**config.mk**
```make
export PLATFORM = sky130hd
export DESIGN_NAME = mfic_ctrl
export DESIGN_NICKNAME = d
export VERILOG_FILES = /design/src/mfic_pkg.sv /design/src/mfic_ctrl.sv
export SDC_FILE = /design/constraint.sdc
export NUM_CORES = 1
export LEC_CHECK = 0
export CORE_UTILIZATION = 50
export DETAILED_ROUTE_END_ITERATION = 10
export DONT_BUFFER_PORTS = 1
export HOLD_SLACK_MARGIN = 0.1
export PLACE_DENSITY = 0.79
export SLEW_MARGIN = 20
export SYNTH_ARGS = -nofsm -noshare
export SYNTH_HDL_FRONTEND = slang
export SYNTH_SLANG_ARGS = --single-unit
```
**constraint.sdc**
```tcl
create_clock -name clk -period 2.1 [get_ports clk]
set_input_delay 0.105 -clock clk [delete_from_list [all_inputs] [get_ports clk]]
set_output_delay 0.105 -clock clk [all_outputs]
set_load 0.05 [all_outputs]
```
**src/mfic_pkg.sv**
```systemverilog
// shared constants, item types and controller/datapath interface types
package mfic_pkg;

    localparam int MAX_RULES  = 16;
    localparam int RULE_W     = $clog2(MAX_RULES);
    localparam int NR_W       = 5;
    localparam int COORD_W    = 16;
    localparam int MU_W       = 16;
    localparam int SETS       = 3;
    localparam int TBL_DEPTH  = MAX_RULES * SETS;
    localparam int TBL_AW     = $clog2(TBL_DEPTH);
    localparam int ENTRY_W    = 4 * COORD_W + MU_W;
    localparam int SAMP_W     = 8;
    localparam int SUM_W      = 25;
    localparam int NUM_W      = 34;
    localparam int NS_W       = SUM_W + SAMP_W;
    localparam int RN_W       = 50;
    localparam int DIV_DW     = 51;
    localparam int DIV_VW     = 34;
    localparam int DIV_CW     = $clog2(DIV_DW + 1);
    localparam int CFG_IDX_W  = 2;
    localparam int CFG_DATA_W = 16;

    // divider step counts for each use
    localparam logic [DIV_CW-1:0] DIV_STEPS_MEM = DIV_CW'(32);
    localparam logic [DIV_CW-1:0] DIV_STEPS_X   = DIV_CW'(24);
    localparam logic [DIV_CW-1:0] DIV_STEPS_FIN = DIV_CW'(DIV_DW);

    // item commands
    localparam logic CMD_LOAD = 1'b0;
    localparam logic CMD_EVAL = 1'b1;

    // set codes
    localparam logic [1:0] SET_A = 2'd0;
    localparam logic [1:0] SET_B = 2'd1;
    localparam logic [1:0] SET_C = 2'd2;

    // configuration register indexes
    localparam logic [CFG_IDX_W-1:0] CFG_OUT_MIN      = 2'd0;
    localparam logic [CFG_IDX_W-1:0] CFG_OUT_MAX      = 2'd1;
    localparam logic [CFG_IDX_W-1:0] CFG_SAMPLE_COUNT = 2'd2;
    localparam logic [CFG_IDX_W-1:0] CFG_RULES_IN_USE = 2'd3;

    typedef struct packed {
        logic               cmd;
        logic [3:0]         rule_index;
        logic [1:0]         which_set;
        logic signed [15:0] corner_one;
        logic signed [15:0] corner_two;
        logic signed [15:0] corner_three;
        logic signed [15:0] corner_four;
        logic [15:0]        set_height;
        logic signed [15:0] crisp_a;
        logic signed [15:0] crisp_b;
    } in_item_t;

    typedef struct packed {
        logic signed [15:0] centroid_value;
        logic               empty_area;
    } out_item_t;

    typedef struct packed {
        logic signed [COORD_W-1:0] c1;
        logic signed [COORD_W-1:0] c2;
        logic signed [COORD_W-1:0] c3;
        logic signed [COORD_W-1:0] c4;
        logic [MU_W-1:0]           h;
    } trap_t;

    typedef enum logic [3:0] {
        OP_NONE,
        OP_RES_EMPTY,
        OP_RD,
        OP_MEM,
        OP_MEM_WAIT,
        OP_SAVE_A,
        OP_ALPHA,
        OP_CLIP,
        OP_XDIV,
        OP_XWAIT,
        OP_ACCUM,
        OP_FIN1,
        OP_FIN2,
        OP_FIN3,
        OP_FIN_WAIT
    } dp_op_t;

    typedef struct packed {
        dp_op_t              op;
        logic                accept;
        logic                out_load;
        logic [1:0]          phase;
        logic [RULE_W-1:0]   rule;
        logic [SAMP_W-1:0]   idx;
    } dp_cmd_t;

    typedef struct packed {
        logic              div_done;
        logic              mem_div;
        logic              trivial;
        logic              sum_zero;
        logic [NR_W-1:0]   rules;
        logic [SAMP_W-1:0] samples;
    } dp_status_t;

endpackage

```
**src/mfic_ctrl.sv**
```systemverilog
// controller: sequences rules, samples and the final division
module mfic_ctrl (
    input  logic                 clk,
    input  logic                 rst_n,
    input  logic                 in_valid,
    input  logic                 in_eval,
    output logic                 in_stall,
    output logic                 out_valid,
    input  logic                 out_stall,
    input  mfic_pkg::dp_status_t status,
    output mfic_pkg::dp_cmd_t    cmd
);
    import mfic_pkg::*;

    typedef enum logic [3:0] {
        S_IDLE,
        S_CHECK,
        S_RD,
        S_MEM,
        S_WAIT,
        S_USE,
        S_XDIV,
        S_XWAIT,
        S_ACCUM,
        S_FIN1,
        S_FIN2,
        S_FIN3,
        S_FWAIT,
        S_DONE
    } state_t;

    state_t            state_reg, state_next;
    logic [NR_W-1:0]   r_reg, r_next;
    logic [SAMP_W-1:0] i_reg, i_next;
    logic [1:0]        phase_reg, phase_next;
    logic              out_valid_reg, out_valid_next;
    logic              last_rule;

    always_comb
    begin
        last_rule      = (r_reg + NR_W'(1)) == status.rules;
        state_next     = state_reg;
        r_next         = r_reg;
        i_next         = i_reg;
        phase_next     = phase_reg;
        out_valid_next = out_valid_reg && out_stall;
        cmd.op         = OP_NONE;
        cmd.accept     = 1'b0;
        cmd.out_load   = 1'b0;
        cmd.phase      = phase_reg;
        cmd.rule       = r_reg[RULE_W-1:0];
        cmd.idx        = i_reg;
        unique case (state_reg)
            S_IDLE:
            begin
                if (in_valid)
                begin
                    cmd.accept = 1'b1;
                    if (in_eval)
                    begin
                        state_next = S_CHECK;
                    end
                end
            end
            S_CHECK:
            begin
                if (status.trivial)
                begin
                    cmd.op     = OP_RES_EMPTY;
                    state_next = S_DONE;
                end
                else
                begin
                    r_next     = '0;
                    phase_next = SET_A;
                    state_next = S_RD;
                end
            end
            S_RD:
            begin
                cmd.op     = OP_RD;
                state_next = S_MEM;
            end
            S_MEM:
            begin
                cmd.op     = OP_MEM;
                state_next = status.mem_div ? S_WAIT : S_USE;
            end
            S_WAIT:
            begin
                cmd.op = OP_MEM_WAIT;
                if (status.div_done)
                begin
                    state_next = S_USE;
                end
            end
            S_USE:
            begin
                state_next = S_RD;
                if (phase_reg == SET_A)
                begin
                    cmd.op     = OP_SAVE_A;
                    phase_next = SET_B;
                end
                else if (phase_reg == SET_B)
                begin
                    cmd.op     = OP_ALPHA;
                    phase_next = SET_A;
                    r_next     = r_reg + NR_W'(1);
                    if (last_rule)
                    begin
                        i_next     = '0;
                        state_next = S_XDIV;
                    end
                end
                else
                begin
                    cmd.op = OP_CLIP;
                    r_next = r_reg + NR_W'(1);
                    if (last_rule)
                    begin
                        state_next = S_ACCUM;
                    end
                end
            end
            S_XDIV:
            begin
                cmd.op     = OP_XDIV;
                state_next = S_XWAIT;
            end
            S_XWAIT:
            begin
                cmd.op = OP_XWAIT;
                if (status.div_done)
                begin
                    r_next     = '0;
                    phase_next = SET_C;
                    state_next = S_RD;
                end
            end
            S_ACCUM:
            begin
                cmd.op = OP_ACCUM;
                if (i_reg == status.samples)
                begin
                    state_next = S_FIN1;
                end
                else
                begin
                    i_next     = i_reg + SAMP_W'(1);
                    state_next = S_XDIV;
                end
            end
            S_FIN1:
            begin
                if (status.sum_zero)
                begin
                    cmd.op     = OP_RES_EMPTY;
                    state_next = S_DONE;
                end
                else
                begin
                    cmd.op     = OP_FIN1;
                    state_next = S_FIN2;
                end
            end
            S_FIN2:
            begin
                cmd.op     = OP_FIN2;
                state_next = S_FIN3;
            end
            S_FIN3:
            begin
                cmd.op     = OP_FIN3;
                state_next = S_FWAIT;
            end
            S_FWAIT:
            begin
                cmd.op = OP_FIN_WAIT;
                if (status.div_done)
                begin
                    state_next = S_DONE;
                end
            end
            S_DONE:
            begin
                if (!out_valid_reg || !out_stall)
                begin
                    cmd.out_load   = 1'b1;
                    out_valid_next = 1'b1;
                    state_next     = S_IDLE;
                end
            end
            default:
            begin
                state_next = S_IDLE;
            end
        endcase
    end

    // state and registered outputs
    always_ff @(posedge clk or negedge rst_n)
    begin
        if (!rst_n)
        begin
            state_reg     <= S_IDLE;
            r_reg         <= '0;
            i_reg         <= '0;
            phase_reg     <= SET_A;
            out_valid_reg <= 1'b0;
        end
        else
        begin
            state_reg     <= state_next;
            r_reg         <= r_next;
            i_reg         <= i_next;
            phase_reg     <= phase_next;
            out_valid_reg <= out_valid_next;
        end
    end

    assign in_stall  = (state_reg != S_IDLE);
    assign out_valid = out_valid_reg;

endmodule

```
==> out/metrics.yaml <==
power_and_ir_drop:
  power_density_nw_per_um2: 1580
  power_frac_comb_pct: 68.0
  seqPwrFrac_pct: 23.8
  power.internal_mw: 1.28
  leakage_nw: 0.754
  swShare_pct: 56.3
  p_sw_mw: 1.65
  ir_drop_mv: 0.817
  clockPowerShare_pct: 8.3
timing:
  worstMarginPinSlew_ns: 0.965
  fin_crit_ns: 1.96
  finalWorstSetupSlack_ns: 0.139
  hold_viol_final: 0
  slew_headroom_pct: 35.5
  clock.fmax_ghz: 0.510
  post-route-period-util_pct: 93.4
  setup_violations: 0
  fin_tns_setup_ns: 0
  slew_viol_final: 0
  rsz0062_at_grt: "false"
  clock_skew_ns: 0.00858
worst_setup_path:
  cpPeakStageDelay_ns: 0.40
  r2r_setup_slack_ns: 0.14
  cpLargestDelayFamily: "simple AND/OR/NAND/NOR gates"
  cp_num_buf_inv: 0
  cp-end-kind: "flop"
  cp_slowest_cell: "dfrtp_1"
  r2r.worst_path.cells: 6
  crit_fanout: 6
  arrival_ns: 2.17
  worstPathRequired_ns: 2.30
  startpoint_type: "flop"
  path_class: "reg2reg"
  path_cells: "ha_1 > and3b_1 > or3_1 > a31oi_1 > nor2_1 > or4_1"
  timing.rr.start: "r_reg[0]$_DFFE_PN0P_"
  r2r-end: "state_reg[2]$_DFFE_PN0P_"
global_route:
  grt_pass1_wl_um: 6440
  grt_use_total_pct: 24.9
  antenna_found_initial: 0
  grt_start_max_net_pins: 21
  gr-total-overflow: 0
  grt_pass1_vias: 1497
cells_and_area:
  largest_register_ffs: 8
  diodes: 0
  fillers: 265
  layout.nets: 239
  finish.instance_area_um2: 1850
  syn2layout_area_growth_pct: 17.3
  drive_gt1_share_pct: 20.1
run:
  maxCapViolations: 0
hold_path:
  hp-class: "in2reg"
  hp-start: "out_stall"
  whs_path_depth: 4
  min_to: "state_reg[0]$_DFFE_PN0P_"
synthesis:
  postSynthCellCount: 192
  syn-num-nets: 216
  synth_top_area_cell: "dfrtp_1"
  ys.flop_type: "dfrtp_1"
  avgSynthCellArea_um2: 8.20
  yosysTopAreaCellShare_pct: 31.8
  netlist_area_um2: 1580
  seq_area_frac_synth_pct: 31.8
  ys_seq_elements: 20
  yosys_warnings: 0
  synth_area_leaders: "dfrtp_1 32%, o21ai_0 6.4%, xnor2_1 6.1%"
  synth.distinct_cells: 49
  synthArstFlopShare_pct: 100
  synth_edf_count: 0
drt:
  first_pass_iters: 4
  drtAntennaViolNets: 0
  vias: 1544
  drt-initial-drc-count: 53
  wirelength_um: 3980
  wl_per_cell_um: 15.4
  drt_drc_violations_left: 0
  via_per_inst: 5.98
floorplan:
  ios: 44
  dieArea_um2: 3380
  die_w_um: 58.1
  rows: 20
  die_height_um: 58.1
  core_area_um2: 3030
  start_util_pct: 52.0
clock_tree:
  post_cts.repair.setup_buffers: 0
  clock_path_buffers: 2
  numCtsBuffers: 3
  ctsRootBufferMaster: "clkbuf_4"
  clkTransAtPathRegs_ns: 0.13
  htree_levels: 1
  clock_sinks: 20
  clkLatencyLatePin_ns: 0.32
  cts_tree: "yes"
placed_design:
  place.detailed.hpwl_um: 2940
  finalWeightedCongestion: 0.865
  portBuffers: 0
  placed_cell_area_um2: 1780
  dp_slack_ns: 0.155
run_status:
  outcome: "finished clean"
power by group through the flow:
| stage | clock network [mW] | registers, mW | logic (mW) |
|---|---|---|---|
| global placement | 0 | 0.683 | 1.91 |
| global route | 0.253 | 0.719 | 2.13 |
| floorplan | 0 | 0.982 | 1.17 |
| finish | 0.242 | 0.696 | 1.99 |
| detailed placement | 0 | 0.695 | 1.95 |
| CTS | 0.239 | 0.689 | 1.98 |
placed cells by master (no fill, tap or decap), types with 3 or more instances in the layout:
master,count
nor2_1,17
a21oi_1,10
nand3_1,6
xnor2_1,11
and3_1,3
xor2_1,11
nor2b_1,4
dlygate4sd3_1,3
a31oi_1,3
clkbuf_4,3
nand2_1,25
o21ai_0,18
nor3_1,3
buf_4,27
nand4_1,5
dfrtp_1,18
worst max path at each step:
stage	startpoint	end	depth (start not counted)
CTS	state_reg[0]$_DFFE_PN0P_	cmd[17]	4
global route	r_reg[0]$_DFFE_PN0P_	state_reg[2]$_DFFE_PN0P_	6
floorplan	state_reg[2]$_DFFE_PN0P_	cmd[16]	4
global placement	r_reg[0]$_DFFE_PN0P_	state_reg[2]$_DFFE_PN0P_	6
detailed placement	r_reg[0]$_DFFE_PN0P_	state_reg[2]$_DFFE_PN0P_	6
finish	r_reg[0]$_DFFE_PN0P_	state_reg[2]$_DFFE_PN0P_	6
synth_stat cells (3+ instances only):
library cell  number
nor2b_1            4
xor2_1            11
nand4_1            5
dfrtp_1           20
a21oi_1           10
o21ai_0           20
nor3_1             3
and3_1             3
xnor2_1           11
nand2_1           25
nor2_1            17
a31oi_1            3
nand3_1            6
buf_4              4
clkbuf_1           5
repair_timing:
item                       CTS  global route
hold buffers                 3             0
setup endpoints to repair    1             1
gates resized for setup      1             3
hold endpoints to repair    22             0
through the flow:
| step | utilization (%) | instances | hold slack [ns] | power (mW) |
|---|---|---|---|---|
| after floorplan | - | 192 | -0.191 | 2.15 |
| after global placement | 58.6 | 251 | -0.190 | 2.59 |
| after detailed placement | 58.6 | 251 | -0.190 | 2.65 |
| after CTS | 60.9 | 258 | 0.138 | 2.90 |
| after global routing | 61.0 | 258 | 0.145 | 3.10 |
| final | 61.0 | 258 | 0.129 | 2.93 |
cells by family after synthesis:
| kind of cell | count (synthesis) | synth area share, % |
|---|---|---|
| simple gates | 83 | 29.5 |
| compound gates | 47 | 18.3 |
| xor+xnor | 22 | 12.2 |
| flops | 20 | 31.8 |
| buf+inv | 15 | 4.69 |
| mux | 3 | 1.99 |
| fa+ha+maj | 2 | 1.59 |
area by class of cell:
cell class	instances	area, um^2	area share (%)
multi-input combinational	157	1010	54.6
tap	44	55.1	2.98
timing repair buffer	30	233	12.6
inverter	3	11.3	0.609
clock buffer	4	36.3	1.96
sequential	20	503	27.2
per-layer routing:
| layer | wire, um | track usage [%] | vias up |
|---|---|---|---|
| met2 | 1910 | 41.2 | 69 |
| met4 | 76 | 10.5 | 0 |
| met1 | 1710 | 31.0 | 729 |
| met5 | 0 | 0 | - |
| li1 | - | - | 735 |
| met3 | 289 | 5.80 | 11 |
worst register-to-register path, delay by kind of cell (launching register included):
kind,cells,cell delay [ns]
DFF,1,0.40
and+or+nand+nor,4,1.01
adders and majority gates,1,0.26
AOI/OAI and AO/OA,1,0.18
No activity file was read; power rests on OpenSTA's default activity.
